**src/rtl/core/i2dec_pkg.sv**
```systemverilog
// shared types and constants for the signed integer to decimal text converter
// no dependencies
`timescale 1ns / 1ps

package i2dec_pkg;

	localparam int unsigned VALUE_BITS = 64;
	localparam int unsigned DEF_WIDTH  = 64;
	localparam int unsigned CHAR_BITS  = 6;

	localparam logic [CHAR_BITS-1:0] ASCII_ZERO  = 6'd48;
	localparam logic [CHAR_BITS-1:0] ASCII_MINUS = 6'd45;

	// controller to datapath
	typedef struct packed {
		logic load;
		logic shift;
		logic skip;
		logic sign;
		logic digit;
	} cmd_t;

	// datapath to controller
	typedef struct packed {
		logic bits_last;
		logic top_zero;
		logic one_left;
		logic neg;
	} sts_t;

endpackage

```
**src/rtl/core/signed_int64_to_decimal_ascii_core.sv**
```systemverilog
// signed integer to decimal ascii text converter, top level
// Usage:
//   Raise start with an integer on value; the transfer takes place at a rising
//   edge with start high and busy low. Only the low WIDTH bits of value are
//   used, read as two's complement.
//   The text leaves on character, most significant first, one character per
//   cycle marked by strobe: '-' for a negative number, then the digits of the
//   magnitude with leading zeros removed. last is high on the final character.
//   Results cannot be held off; each is valid for exactly one cycle.
// Sequence:
//   A shift-and-add-3 step for each of the WIDTH bits, then dropping the leading
//   zeros, the sign decision and the characters. busy stays high until the final
//   character is shown, and at WIDTH 64 a number has up to NDIG = 19 digits;
//   the next start is taken in the cycle that shows the final character, so a
//   new number is only accepted once the last one has been sent.
// Reset:
//   arst_n clears the controller to idle and the strobe low; no state is kept
//   between numbers.
// depends on i2dec_pkg, i2dec_ctrl, i2dec_dpath
`timescale 1ns / 1ps

module signed_int64_to_decimal_ascii_core #(
	parameter int unsigned WIDTH = i2dec_pkg::DEF_WIDTH
) (
	input  logic                             clk,
	input  logic                             arst_n,
	input  logic                             start,
	output logic                             busy,
	input  logic [i2dec_pkg::VALUE_BITS-1:0] value,
	output logic                             strobe,
	output logic [i2dec_pkg::CHAR_BITS-1:0]  character,
	output logic                             last
);
	import i2dec_pkg::*;

	cmd_t cmd;
	sts_t sts;

	i2dec_ctrl u_ctrl (
		.clk    (clk),
		.arst_n (arst_n),
		.start  (start),
		.sts    (sts),
		.cmd    (cmd),
		.busy   (busy)
	);

	i2dec_dpath #(
		.WIDTH (WIDTH)
	) u_dpath (
		.clk       (clk),
		.arst_n    (arst_n),
		.value     (value),
		.cmd       (cmd),
		.sts       (sts),
		.character (character),
		.last      (last),
		.strobe    (strobe)
	);

	// characters only come out of a conversion that was running
	a_strobe_busy: assert property (@(posedge clk) disable iff (!arst_n)
		strobe |-> $past(busy))
		else $error("character transfer without a conversion in progress");

	// an accepted number always occupies the block
	a_start_busy: assert property (@(posedge clk) disable iff (!arst_n)
		(start && !busy) |=> busy)
		else $error("busy not raised after number transfer");

	// the final character is always a digit
	a_last_digit: assert property (@(posedge clk) disable iff (!arst_n)
		(strobe && last) |-> (character >= ASCII_ZERO && character <= ASCII_ZERO + 6'd9))
		else $error("final character is not a digit");

	// a sign is never the final character and is followed by a digit
	a_sign_next: assert property (@(posedge clk) disable iff (!arst_n)
		(strobe && character == ASCII_MINUS) |-> (!last ##1 strobe))
		else $error("sign not followed by a digit");

endmodule

```
**src/rtl/core/i2dec_dpath.sv**
```systemverilog
// datapath: magnitude register, shift-and-add-3 bcd converter, output register
// depends on i2dec_pkg
`timescale 1ns / 1ps

module i2dec_dpath #(
	parameter int unsigned WIDTH = i2dec_pkg::DEF_WIDTH
) (
	input  logic                             clk,
	input  logic                             arst_n,
	input  logic [i2dec_pkg::VALUE_BITS-1:0] value,
	input  i2dec_pkg::cmd_t                  cmd,
	output i2dec_pkg::sts_t                  sts,
	output logic [i2dec_pkg::CHAR_BITS-1:0]  character,
	output logic                             last,
	output logic                             strobe
);
	import i2dec_pkg::*;

	// decimal digits of the largest magnitude, 2^(WIDTH-1)
	localparam int unsigned NDIG      = ((WIDTH - 1) * 30103) / 100000 + 1;
	localparam int unsigned BCD_BITS  = 4 * NDIG;
	localparam int unsigned BCNT_BITS = $clog2(WIDTH + 1);
	localparam int unsigned DCNT_BITS = $clog2(NDIG + 1);

	logic [WIDTH-1:0]     mag_q;
	logic                 neg_q;
	logic [BCD_BITS-1:0]  bcd_q;
	logic [BCD_BITS-1:0]  adj_bcd;
	logic [BCNT_BITS-1:0] bit_cnt_q;
	logic [DCNT_BITS-1:0] dig_cnt_q;
	logic [3:0]           top_digit;
	logic [CHAR_BITS-1:0] character_q;
	logic                 last_q;
	logic                 strobe_q;

	// add 3 to every digit of 5 or more before the shift
	always_comb begin
		for (int i = 0; i < NDIG; i++) begin
			adj_bcd[4*i +: 4] = (bcd_q[4*i +: 4] >= 4'd5) ?
				bcd_q[4*i +: 4] + 4'd3 : bcd_q[4*i +: 4];
		end
	end

	assign top_digit = bcd_q[BCD_BITS-1 -: 4];

	always_ff @(posedge clk) begin
		if (cmd.load) begin
			neg_q <= value[WIDTH-1];
			mag_q <= value[WIDTH-1] ? WIDTH'(~value[WIDTH-1:0] + 1'b1) : value[WIDTH-1:0];
			bcd_q <= '0;
		end else if (cmd.shift) begin
			bcd_q <= {adj_bcd[BCD_BITS-2:0], mag_q[WIDTH-1]};
			mag_q <= {mag_q[WIDTH-2:0], 1'b0};
		end else if (cmd.skip || cmd.digit) begin
			bcd_q <= {bcd_q[BCD_BITS-5:0], 4'd0};
		end
	end

	always_ff @(posedge clk or negedge arst_n) begin
		if (!arst_n) begin
			bit_cnt_q <= '0;
			dig_cnt_q <= '0;
			strobe_q  <= 1'b0;
		end else begin
			strobe_q <= cmd.sign || cmd.digit;
			if (cmd.load) begin
				bit_cnt_q <= BCNT_BITS'(WIDTH);
				dig_cnt_q <= DCNT_BITS'(NDIG);
			end else begin
				if (cmd.shift)
					bit_cnt_q <= bit_cnt_q - 1'b1;
				if (cmd.skip || cmd.digit)
					dig_cnt_q <= dig_cnt_q - 1'b1;
			end
		end
	end

	always_ff @(posedge clk) begin
		if (cmd.sign) begin
			character_q <= ASCII_MINUS;
			last_q      <= 1'b0;
		end else if (cmd.digit) begin
			character_q <= ASCII_ZERO + {2'b00, top_digit};
			last_q      <= (dig_cnt_q == DCNT_BITS'(1));
		end
	end

	assign sts.bits_last = (bit_cnt_q == BCNT_BITS'(1));
	assign sts.top_zero  = (top_digit == 4'd0);
	assign sts.one_left  = (dig_cnt_q == DCNT_BITS'(1));
	assign sts.neg       = neg_q;

	assign character = character_q;
	assign last      = last_q;
	assign strobe    = strobe_q;

endmodule

```
**src/rtl/core/i2dec_ctrl.sv**
```systemverilog
// controller: sequences load, conversion, leading zero skip and character output
// depends on i2dec_pkg
`timescale 1ns / 1ps

module i2dec_ctrl (
	input  logic            clk,
	input  logic            arst_n,
	input  logic            start,
	input  i2dec_pkg::sts_t sts,
	output i2dec_pkg::cmd_t cmd,
	output logic            busy
);
	import i2dec_pkg::*;

	typedef enum logic [4:0] {
		ST_IDLE   = 5'b00001,
		ST_CONV   = 5'b00010,
		ST_SKIP   = 5'b00100,
		ST_SIGN   = 5'b01000,
		ST_DIGITS = 5'b10000
	} state_t;

	state_t state_q, state_d;

	always_comb begin
		state_d = state_q;
		cmd     = '0;
		unique case (state_q)
			ST_IDLE: begin
				if (start) begin
					cmd.load = 1'b1;
					state_d  = ST_CONV;
				end
			end
			ST_CONV: begin
				cmd.shift = 1'b1;
				if (sts.bits_last)
					state_d = ST_SKIP;
			end
			ST_SKIP: begin
				// drop leading zeros, but always keep one digit
				if (sts.top_zero && !sts.one_left)
					cmd.skip = 1'b1;
				else if (sts.neg)
					state_d = ST_SIGN;
				else
					state_d = ST_DIGITS;
			end
			ST_SIGN: begin
				cmd.sign = 1'b1;
				state_d  = ST_DIGITS;
			end
			ST_DIGITS: begin
				cmd.digit = 1'b1;
				if (sts.one_left)
					state_d = ST_IDLE;
			end
			default: state_d = ST_IDLE;
		endcase
	end

	always_ff @(posedge clk or negedge arst_n) begin
		if (!arst_n)
			state_q <= ST_IDLE;
		else
			state_q <= state_d;
	end

	assign busy = (state_q != ST_IDLE);

endmodule

```
**config.mk**
```make
export PLATFORM = sky130hd
export DESIGN_NAME = signed_int64_to_decimal_ascii_core
export DESIGN_NICKNAME = d
export VERILOG_FILES = /design/src/rtl/core/i2dec_pkg.sv /design/src/rtl/core/signed_int64_to_decimal_ascii_core.sv /design/src/rtl/core/i2dec_dpath.sv /design/src/rtl/core/i2dec_ctrl.sv
export SDC_FILE = /design/constraint.sdc
export NUM_CORES = 1
export LEC_CHECK = 0
export ABC_AREA = 1
export BUFFER_PORTS_ARGS = -buffer_cell sky130_fd_sc_hd__buf_2
export CAP_MARGIN = 30
export CORE_MARGIN = 2
export CORE_UTILIZATION = 66
export CTS_CLUSTER_DIAMETER = 40
export DETAILED_ROUTE_END_ITERATION = 8
export PLACE_DENSITY = 0.93
export SYNTH_ARGS = -nofsm -noshare
export SYNTH_HDL_FRONTEND = slang
export SYNTH_HIERARCHICAL = 1
export SYNTH_SLANG_ARGS = --single-unit
```
**constraint.sdc**
```tcl
create_clock -name clk -period 9.1 [get_ports clk]
set_input_delay 1.365 -clock clk [delete_from_list [all_inputs] [get_ports clk]]
set_output_delay 1.365 -clock clk [all_outputs]
set_load 0.02 [all_outputs]
```
==> results of run 1 <==
[layout by cell type, fill, tap and decap left out, types with 11 or more instances in the layout]
| master | n |
|---|---|
| nand3b_1 | 12 |
| or2_2 | 16 |
| nand4_1 | 18 |
| nand2_1 | 344 |
| o21ai_0 | 221 |
| dfrtp_1 | 17 |
| edfxtp_1 | 65 |
| dfxtp_1 | 82 |
| xor2_1 | 40 |
| a211oi_1 | 15 |
| a21oi_1 | 110 |
| nand3_1 | 94 |
| ha_1 | 43 |
| inv_1 | 158 |
| clkbuf_16 | 17 |
| nor2_1 | 138 |
| nor2_2 | 11 |
| buf_2 | 74 |
[final timing paths]
path / to / slack (ns) / depth (start not counted)
max in group asynchronous: u_ctrl/state_q[0]$_DFFE_PN1P_ / 7.92 / 1
min in group asynchronous: u_dpath/bit_cnt_q[3]$_DFFE_PN0P_ / 0.85 / 1
setup reg to reg: u_dpath/bcd_q[27]$_SDFFE_PP0P_ / 5.79 / 10
hold / removal: u_dpath/character[0]$_SDFFE_PP1P_ / 0.47 / 1
hold reg to reg: u_dpath/character[0]$_SDFFE_PP1P_ / 0.47 / 1
setup / recovery: u_dpath/dig_cnt_q[3]$_DFFE_PN0P_ / 5.39 / 9
[per-stage QoR]
| step | cells | hold WS (ns) | area, um^2 |
|---|---|---|---|
| after floorplan | 1537 | 0.457 | 10900 |
| after global placement | 1776 | 0.434 | 11400 |
| after detailed placement | 1777 | 0.462 | 11400 |
| after CTS | 1809 | 0.476 | 12000 |
| after global routing | 1809 | 0.492 | 12000 |
| final | 1809 | 0.474 | 12000 |
[kinds of logic (layout without fill, tap and decap cells)]
logic type / after synthesis / in the layout / share of synthesized area (%)
flops: 165 / 165 / 37.1
simple gates: 664 / 664 / 26.5
other cells: 1 / 1 / 0.0344
fa+ha+maj: 43 / 43 / 4.93
xor+xnor: 50 / 50 / 4.01
compound gates: 388 / 388 / 19.3
buf+inv: 226 / 278 / 8.13
[layout make-up]
type	instances	area (um^2)
Inverter	163	614
Timing Repair Buffer	83	445
Tap cell	220	275
Sequential cell	165	4050
Clock inverter	15	185
Fill cell	1260	4370
Clock buffer	17	425
Multi-Input combinational cell	1146	5990
[power by group]
| group | internal (mW) | leakage (nW) | total, mW | switching, mW |
|---|---|---|---|---|
| clock | 0.417 | 0.303 | 0.753 | 0.336 |
| combinational | 0.572 | 3.40 | 1.68 | 1.10 |
| sequential | 1.23 | 1.52 | 1.47 | 0.240 |
[routing by layer]
metal | vias up | part of all wire, % | routed length [um]
met1 | 4901 | 41 | 11300
met3 | 90 | 9.2 | 2560
met5 | - | 0 | 0
met2 | 597 | 47 | 13200
li1 | 5208 | - | -
met4 | 0 | 2.9 | 794
[state kept, by name, indices dropped and copies added (netlist names)]
signal and count:
u_ctrl/state_q 5, u_dpath/mag_q 64, u_dpath/neg_q 1, u_dpath/bcd_q 76, u_dpath/bit_cnt_q 7, u_dpath/last 1, u_dpath/dig_cnt_q 5, u_dpath/character 5
u_dpath/strobe 1
[synth_stat cells, types with 2 or more instances]
cell | number | area (um^2)
and3_1 | 2 | 12.5
dfrtp_1 | 17 | 425
a21oi_1 | 110 | 551
nor2_1 | 140 | 526
o22ai_1 | 2 | 12.5
o21ai_0 | 221 | 1110
clkbuf_1 | 38 | 143
o21ai_4 | 3 | 48.8
nor2_4 | 6 | 67.6
buf_2 | 15 | 75.1
o22a_1 | 3 | 26.3
buf_4 | 3 | 22.5
xnor2_1 | 10 | 87.6
inv_1 | 160 | 601
a221oi_1 | 10 | 87.6
o21ai_1 | 6 | 30.0
nand4_1 | 18 | 113
nor3_1 | 6 | 30.0
nand2_1 | 345 | 1290
o211ai_1 | 9 | 67.6
nand2_2 | 6 | 37.5
o221ai_1 | 2 | 17.5
a31oi_1 | 4 | 25.0
nor2_2 | 10 | 62.6
dfxtp_1 | 82 | 1640
xor2_1 | 40 | 350
nand3b_1 | 12 | 90.1
edfxtp_1 | 65 | 1950
nand3_1 | 94 | 470
nand3_2 | 4 | 40.0
or2_2 | 16 | 100
buf_1 | 5 | 18.8
a211oi_1 | 15 | 113
inv_2 | 3 | 11.3
ha_1 | 43 | 538
==> results.md, run 1 <==
- Die width: 133 um
- Die ar.: 17600 um^2
- Setup slack at placement: 5.00 ns
- Total CTS buffers: 17
- Core area: 16300 um^2
- Leakage: 5.22 nW
- 1st-iter DRT viols: 1317
- Ys Warns: 6
- Avg Inst Size Synth: 7.10 um^2
- GRT overflow: 0
- Async set or reset register ratio after synthesis: 10.9%
- Peak supply drop: 0.205 mV
- Synthesis-to-finish area growth: 9.82%
- Max-cap violations: 0
- Worst hold path type: flip-flop to flip-flop
- Final min period: 3.71 ns
- Worst setup margin: 5.39 ns
- First-pass GRT wire length: 46200 um
- CP Class: input pin to flip-flop
- Final core utilization: 73.3%
- Clk sink count: 165
- RR Startpoint: u_ctrl/state_q[2]$_DFFE_PN0P_
- CP startpoint: start
- Critical Path RT: 9.45 ns
- Post-Syn Area: 10900 um^2
- RePlAce Congestion: 1.05
- CP max FO: 106
- Slew @ Worst Pin: 0.939 ns
- Hold Crit Start: u_dpath/character[0]$_SDFFE_PP1P_
- Die Span Y: 133 um
- Vias: 10800
- Sequential share of the synthesized area: 37.1%
- Nets: 1686
- Skew final: 0.00885 ns
- Library cells used by synthesis: 47
- # rows: 47
- GR peak layer: met2
- Post-DR vias/cell: 5.97
- Max-slew violation count: 0
- Io pins: 76
- Number of global-route vias before repair: 10100
- Final setup violation count: 0
- Critical Path AT: 4.06 ns
- Number of synthesized flops with an enable pin: 65
- DRT Pass-1 Iters: 6
- Pin count of the biggest net entering global routing: 107
- Clock Latency Late Sink: 0.44 ns
- Relative slew slack: 37.4%
- H-tree depth: 4
- Crit-path cells: buf_2, inv_1, nor2_4, buf_4, inv_4, buf_4, nand2_1, and3_1, nor3_1
- Met3 usage: 7.05%
- Starting Density: 66.7%
- Routed Antenna Nets: 0
- Yosys reg bits: 165
- Worst setup SP type: input pin
- Synth Flop Type: dfxtp_1
- Setup crit end kind: flip-flop
- Power density over the cells: 325 nW/um^2
- CTS tree: done
- Post_cts resized: 0
- Final period util: 40.8%
- Slowest cell delay on critical path: 0.81 ns
- CP max stage cell: buf_4
- CTS Buffer Depth: 2
- Initial antenna violation count: 0
- Cell family with most CP delay: buffers and inverters
- Dpl hpwl: 18900 um
- Met1 Use GR: 40.4%
- Clock Root Buffer: clkbuf_16
- Total setup buffers inserted after CTS: 0
- RSZ-0062 raised after global routing: false
- Max Clk Rate: 270 MHz
- Most frequent CP cell: buf_4
- Total power: 3.90 mW
- Syn Inst Count: 1537
- Final WL: 27900 um
- Crit path buf inv count: 5
- Count of input and output buffers: 74
- Clk pin slew, worst setup/hold paths: 0.07 ns
- Final hold violations: 0
- Met2 Use GR: 52.1%
- Share of cells above drive strength 1: 10.8%
- Hold-fix buffers, CTS: 0
- Status: finished, final reports clean
- Synthesized Nets: 1647
- Total track usage: 31.7%
- Setup_tns: 0 ns
- Number of remaining DRC errors: 0
- ANT cells: 0
- Post-DR wirelength/cell: 15.4 um
Note: power is estimated with default switching activity, not from simulation.
==> inputs of run 2 (changes only) <==
Settings changed: CORE_UTILIZATION 66 to 62, PLACE_DENSITY 0.93 to 0.89.
Clock period 9.1 ns to 3.9 ns, I/O delays scaled along.
==> results.md, run 2 (synthesis gave the netlist of run 1 again) <==
- Fin cells: 1816 (was 1809)
- Die Span Y: 137 um (was 133 um)
- Reg with most FFs: u_dpath/bcd_q (unchanged)
- Synthesis-to-finish area growth: 9.80% (was 9.82%)
- Total CTS buffers: 17 (unchanged)
- Critical Path RT: 4.22 ns (was 9.45 ns)
- RePlAce Congestion: 0.981 (was 1.05)
- Initial antenna violation count: 0 (unchanged)
- Hold-fix buffers, CTS: 0 (unchanged)
- Total setup buffers inserted after CTS: 0 (unchanged)
- Clk sink count: 165 (unchanged)
- Peak supply drop: 0.545 mV (was 0.205 mV)
- Leakage: 5.21 nW (was 5.22 nW)
- GRT overflow: 0 (unchanged)
- Setup slack at placement: 1.36 ns (was 5.00 ns)
- ANT cells: 0 (unchanged)
- Most common cell after layout, fill and taps aside: nand2_1 (unchanged)
- Nets: 1688 (was 1686)
- Final WL: 27500 um (was 27900 um)
- Dpl hpwl: 18900 um (about the same)
- Die ar.: 18700 um^2 (was 17600 um^2)
- Commonest cells after routing, fill and taps aside: 344 x nand2_1, 221 x o21ai_0, 158 x inv_1 (unchanged)
- Final period util: 68.5%
- Worst setup SP type: flip-flop (was input pin)
- H-tree depth: 4 (unchanged)
- Cell family with most CP delay: buffers and inverters (unchanged)
- Max-cap violations: 0 (unchanged)
- Most frequent CP cell: inv_1 (was buf_4)
- Crit-path cells: inv_1, ha_1, nand2_1, nor2_1, inv_1, nor2_1, nand3_2, inv_1, nor2_2, buf_4, nor2_2, buf_4, inv_1, o221ai_1, nor2_1 (was buf_2, inv_1, nor2_4, buf_4, inv_4, buf_4, nand2_1, and3_1, nor3_1)
- Critical Path AT: 2.99 ns (was 4.06 ns)
- Routed Antenna Nets: 0 (unchanged)
- Crit path buf inv count: 6 (was 5)
- Max reg flops: 76 (unchanged)
- Status: finished, final reports clean (unchanged)
- Final core utilization: 69.5% (was 73.3%)
- Reg2Reg Setup Slack: 1.23 ns (was 5.79 ns)
- Worst setup margin: 1.23 ns (was 5.39 ns)
- Number of global-route vias before repair: 9673 (was 10100)
- Fillcell total: 1365 (was 1260)
- Count of input and output buffers: 74 (unchanged)
- Power density over the cells: 751 nW/um^2 (was 325 nW/um^2)
- Placed cells: 1784 (was 1777)
- Total track usage: 29.7% (was 31.7%)
- Slew @ Worst Pin: 0.853 ns (was 0.939 ns)
- Clock Root Buffer: clkbuf_16 (unchanged)
- CP max FO: 31 (was 106)
- Max-slew violation count: 0 (unchanged)
- Die width: 137 um (was 133 um)
- Relative slew slack: 43.2% (was 37.4%)
- 1st-iter DRT viols: 1136 (was 1317)
- Biggest regs: u_dpath/bcd_q: 76 flops, u_dpath/mag_q: 64 flops, u_dpath/bit_cnt_q: 7 flops (unchanged)
- RSZ-0062 raised after global routing: false (unchanged)
- Final min period: 2.67 ns
- CP max stage cell: nor2_2 (was buf_4)
- CTS Buffer Depth: 2 (unchanged)
- Skew final: 0.00772 ns (was 0.00885 ns)
- RR Startpoint: u_dpath/bcd_q[73]$_SDFFE_PP0P_ (was u_ctrl/state_q[2]$_DFFE_PN0P_)
- Number of remaining DRC errors: 0 (unchanged)
- DRT Pass-1 Iters: 5 (was 6)
- Worst reg-to-reg path cell count: 15 (was 10)
- Pin count of the biggest net entering global routing: 83 (was 107)
- Post-DR vias/cell: 5.93 (was 5.97)
- Vias: 10800 (about the same)
- CP startpoint: u_dpath/bcd_q[73]$_SDFFE_PP0P_ (was start)
- R2R Path End: u_dpath/bcd_q[15]$_SDFFE_PP0P_ (was u_dpath/bcd_q[27]$_SDFFE_PP0P_)
- Share of cells above drive strength 1: 10.9% (was 10.8%)
- Final hold violations: 0 (unchanged)
- First-pass GRT wire length: 44600 um (was 46200 um)
- CTS tree: done (unchanged)
- Max Clk Rate: 375 MHz
- Slowest cell delay on critical path: 0.40 ns (was 0.81 ns)
- # rows: 48 (was 47)
- Clock Latency Late Sink: 0.43 ns (was 0.44 ns)
- Worst hold path type: input pin to async pin (was flip-flop to flip-flop)
- Post-DR wirelength/cell: 15.1 um (was 15.4 um)
- Final setup violation count: 0 (unchanged)
- Setup_tns: 0 ns (unchanged)
- CP Class: flip-flop to flip-flop (was input pin to flip-flop)
- Setup crit end kind: flip-flop (unchanged)
- Post_cts resized: 0 (unchanged)
- Starting Density: 63.3% (was 66.7%)
- Core area: 17200 um^2 (was 16300 um^2)
- Io pins: 76 (unchanged)
- Clk pin slew, worst setup/hold paths: 0.07 ns (about the same)
-- run 2: cell types whose count changed in the layout (fill, tap and decap cells not counted) --
cell        change
buf_4           +3
buf_8           -1
clkbuf_1        +1
clkinv_2        -1
clkinv_4        -1
clkinv_8        -1
clkinvlp_4      +4
inv_4           -1
inv_6           +1
inv_8           -2
-- run 2: how the worst max path moves through the flow --
| stage | cells after the start | slack (ns) | end |
|---|---|---|---|
| floorplan | 8 | 0.60 | u_dpath/mag_q[0]$_SDFFCE_PN0P_ |
| global placement | 15 | 1.44 | u_dpath/bcd_q[75]$_SDFFE_PP0P_ |
| detailed placement | 15 | 1.36 | u_dpath/bcd_q[15]$_SDFFE_PP0P_ |
| CTS | 15 | 1.28 | u_dpath/bcd_q[15]$_SDFFE_PP0P_ |
| global route | 15 | 1.07 | u_dpath/bcd_q[66]$_SDFFE_PP0P_ |
| finish | 15 | 1.23 | u_dpath/bcd_q[15]$_SDFFE_PP0P_ |
-- run 2: final cells by class --
type	count	area, um^2	share of cell area, %
multi-input combinational	1146	5990	50.0
sequential	165	4050	33.8
inverter	163	614	5.13
timing repair buffer	85	453	3.78
clock buffer	18	429	3.58
tap	225	282	2.35
clock inverter	14	165	1.38
-- run 2: report_power, final --
part           internal [mW]  total (mW)  switching (mW)  leakage (nW)
sequential              2.86        3.39           0.527          1.52
clock                  0.961        1.70           0.737         0.278
combinational           1.34        3.90            2.57          3.40
total                   5.16        8.99            3.83          5.21
-- run 2: worst reg2reg max path: stages, from the launching register on --
cell      delay, ns
dfxtp_1        0.31
inv_1          0.12
ha_1           0.20
nand2_1        0.09
nor2_1         0.09
inv_1          0.04
nor2_1         0.12
nand3_2        0.11
inv_1          0.10
nor2_2         0.05
buf_4          0.26
nor2_2         0.41
buf_4          0.33
inv_1          0.12
o221ai_1       0.16
nor2_1         0.06
-- run 2: layer usage --
layer | routed length, um | share of wire (%) | global-route usage (%)
met5 | 0 | 0 | 0
met4 | 596 | 2.2 | 11.1
met1 | 11600 | 42 | 37.9
met2 | 13200 | 48 | 50.2
met3 | 2100 | 7.6 | 5.30
-- run 2: metrics by stage --
stage | hold WS, ns | instance area (um^2) | power (mW)
2_1_floorplan | 0.289 | 10900 | 6.25
3_3_place_gp | 0.436 | 11400 | 6.99
3_5_place_dp | 0.455 | 11400 | 7.21
4_1_cts | 0.0820 | 12000 | 8.96
5_1_grt | 0.101 | 12000 | 9.74
6_report | 0.0804 | 12000 | 8.99
==> inputs of run 3 (changes only) <==
Clock period 3.9 ns to 2.6 ns, I/O delays scaled along.
==> results.md, run 3 (synthesis gave the netlist of run 1 again) <==
- RSZ-0062 raised after global routing: true (was false)
- Biggest regs: u_dpath/bcd_q: 76 flops, u_dpath/mag_q: 64 flops, u_dpath/bit_cnt_q: 7 flops (unchanged)
- H-tree depth: 4 (unchanged)
- Critical Path RT: 2.92 ns (was 4.22 ns)
- Reg power frac: 37.4% (was 37.7%)
- Int Power: 7.80 mW (was 5.16 mW)
- Clock Latency Late Sink: 0.44 ns (was 0.43 ns)
- Die ar.: 18700 um^2 (unchanged)
- DRT Pass-1 Iters: 9 (was 5)
- CP max stage cell: dfxtp_1 (was nor2_2)
- CP max FO: 11 (was 31)
- Power density over the cells: 1120 nW/um^2 (was 751 nW/um^2)
- Worst reg-to-reg path cell count: 15 (unchanged)
- Final hold violations: 0 (unchanged)
- Max-cap violations: 0 (unchanged)
- Total track usage: 29.2% (was 29.7%)
- Routed Antenna Nets: 0 (unchanged)
- Worst setup margin: 0.206 ns (was 1.23 ns)
- Most frequent CP cell: inv_1 (unchanged)
- Clock power frac: 17.9% (was 18.9%)
- RR Startpoint: u_dpath/bcd_q[72]$_SDFFE_PP0P_ (was u_dpath/bcd_q[73]$_SDFFE_PP0P_)
- Share of cells above drive strength 1: 11.0% (was 10.9%)
- Starting Density: 63.3% (unchanged)
- Setup slack at placement: 0.302 ns (was 1.36 ns)
- Synthesis-to-finish area growth: 10.8% (was 9.80%)
- Max-slew violation count: 0 (unchanged)
- Slowest cell delay on critical path: 0.42 ns (was 0.40 ns)
- Switch Pwr: 5.69 mW (was 3.83 mW)
- Initial antenna violation count: 0 (unchanged)
- Setup_tns: 0 ns (unchanged)
- Die width: 137 um (unchanged)
- Worst Hold End: u_dpath/mag_q[0]$_SDFFCE_PN0P_
- Hold path cells: 3
- R2R Path End: u_dpath/bcd_q[18]$_SDFFE_PP0P_ (was u_dpath/bcd_q[15]$_SDFFE_PP0P_)
- Critical Path AT: 2.72 ns (was 2.99 ns)
- Worst setup SP type: flip-flop (unchanged)
- Reg2Reg Setup Slack: 0.21 ns (was 1.23 ns)
- Slew @ Worst Pin: 0.567 ns (was 0.853 ns)
- Number of remaining DRC errors: 0 (unchanged)
- Number of global-route vias before repair: 9723 (was 9673)
- Reg with most FFs: u_dpath/bcd_q (unchanged)
- Pin count of the biggest net entering global routing: 61 (was 83)
- Commonest cells after routing, fill and taps aside: 344 x nand2_1, 221 x o21ai_0, 158 x inv_1 (unchanged)
- Die Span Y: 137 um (unchanged)
- Comb pwr share: 44.6% (was 43.4%)
- Peak supply drop: 0.951 mV (was 0.545 mV)
- Vias: 10700 (was 10800)
- Post-DR vias/cell: 5.85 (was 5.93)
- Core area: 17200 um^2 (unchanged)
- Relative slew slack: 62.1% (was 43.2%)
- Dpl hpwl: 18900 um (about the same)
- First-pass GRT wire length: 44300 um (was 44600 um)
- Most common cell after layout, fill and taps aside: nand2_1 (unchanged)
- Final setup violation count: 0 (unchanged)
- 1st-iter DRT viols: 1108 (was 1136)
- CTS Buffer Depth: 2 (unchanged)
- Max Clk Rate: 418 MHz (was 375 MHz)
- Fin cells: 1823 (was 1816)
- Sw Ratio: 42.2% (was 42.6%)
- RePlAce Congestion: 0.984 (was 0.981)
- Hold Crit Start: value[0]
- Total CTS buffers: 17 (unchanged)
- CTS tree: done (unchanged)
- Skew final: 0.00847 ns (was 0.00772 ns)
- Final core utilization: 70.1% (was 69.5%)
- ANT cells: 0 (unchanged)
- Final min period: 2.39 ns (was 2.67 ns)
- Leakage: 5.27 nW (was 5.21 nW)
- Io pins: 76 (unchanged)
- Crit-path cells: inv_1, ha_1, nand2_1, nor2_1, inv_1, nor2_1, nand3_2, inv_1, nor2_2, buf_4, nand2_2, inv_1, a221oi_1, o21ai_0, inv_1 (was inv_1, ha_1, nand2_1, nor2_1, inv_1, nor2_1, nand3_2, inv_1, nor2_2, buf_4, nor2_2, buf_4, inv_1, o221ai_1, nor2_1)
- Worst hold path type: input pin to flip-flop (was input pin to async pin)
- Setup crit end kind: flip-flop (unchanged)
- Nets: 1695 (was 1688)
- Clk pin slew, worst setup/hold paths: 0.06 ns (was 0.07 ns)
- Status: finished, final reports clean (unchanged)
- GRT overflow: 0 (unchanged)
- CP Class: flip-flop to flip-flop (unchanged)
- # rows: 48 (unchanged)
- Placed cells: 1790 (was 1784)
- Count of input and output buffers: 74 (unchanged)
- Final period util: 92.1% (was 68.5%)
- Final WL: 27200 um (was 27500 um)
- Post-DR wirelength/cell: 14.9 um (was 15.1 um)
- Clock Root Buffer: clkbuf_16 (unchanged)
- Clk sink count: 165 (unchanged)
- Max reg flops: 76 (unchanged)
==> run 3: critical path, delay by kind of cell (launching register included) <==
family | cells | cell delay [ns]
AO/OA/AOI/OAI | 2 | 0.29
adder cells (fa/ha/maj) | 1 | 0.22
buffers and inverters | 6 | 0.85
flip-flops | 1 | 0.42
AND/OR/NAND/NOR | 6 | 0.48
==> run 3: metrics by stage <==
step	hold WS (ns)	power [mW]	cell area, um^2
floorplan	0.0944	9.36	10900
global placement	0.337	10.6	11500
detailed placement	0.339	11.0	11500
CTS	0.244	13.4	12100
global route	0.248	14.6	12100
finish	0.248	13.5	12100
==> run 3: repair_timing <==
action	4_1_cts	5_1_grt
hold endpoints to repair	17	0
gates resized for setup	0	2
endpoints found under the setup margin	0	8
setup buffers	0	0
hold buffers	1	0
==> run 3: power by group through the flow <==
stage / Sequential (mW) / Clock (mW) / Combinational (mW)
CTS: 5.04 / 2.44 / 5.96
detailed placement: 5.07 / 0 / 5.89
global route: 5.21 / 2.54 / 6.86
floorplan: 4.91 / 0 / 4.45
global placement: 5.02 / 0 / 5.61
finish: 5.05 / 2.42 / 6.02
==> run 3: routing by layer <==
metal	part of all wire, %	track usage (%)	vias up
met3	8.0	5.07	73
met2	47	48.6	529
met1	43	38.5	4845
met4	2.3	9.66	0
li1	-	-	5225
met5	0	0	-
==> run 3: how the worst max path moves through the flow <==
stage / from / endpoint / slack (ns) / cells after the start
floorplan: u_ctrl/state_q[0]$_DFFE_PN1P_ / u_dpath/mag_q[0]$_SDFFCE_PN0P_ / 0.23 / 8
global placement: u_dpath/bcd_q[73]$_SDFFE_PP0P_ / u_dpath/bcd_q[75]$_SDFFE_PP0P_ / 0.1 / 13
detailed placement: u_dpath/bcd_q[73]$_SDFFE_PP0P_ / u_dpath/bcd_q[31]$_SDFFE_PP0P_ / 0.30 / 14
CTS: u_dpath/bcd_q[72]$_SDFFE_PP0P_ / u_dpath/dig_cnt_q[3]$_DFFE_PN0P_ / 0.27 / 14
global route: u_dpath/bcd_q[72]$_SDFFE_PP0P_ / u_dpath/bcd_q[75]$_SDFFE_PP0P_ / -0.04 / 14
finish: u_dpath/bcd_q[72]$_SDFFE_PP0P_ / u_dpath/bcd_q[18]$_SDFFE_PP0P_ / 0.21 / 15
==> run 3: layout make-up <==
| cell class | instances | area [um^2] |
|---|---|---|
| Clock buffer | 23 | 490 |
| Clock inverter | 9 | 65.1 |
| Fill cell | 1380 | 5150 |
| Inverter | 163 | 614 |
| Multi-Input combinational cell | 1146 | 5990 |
| Sequential cell | 165 | 4050 |
| Tap cell | 225 | 282 |
| Timing Repair Buffer | 92 | 598 |
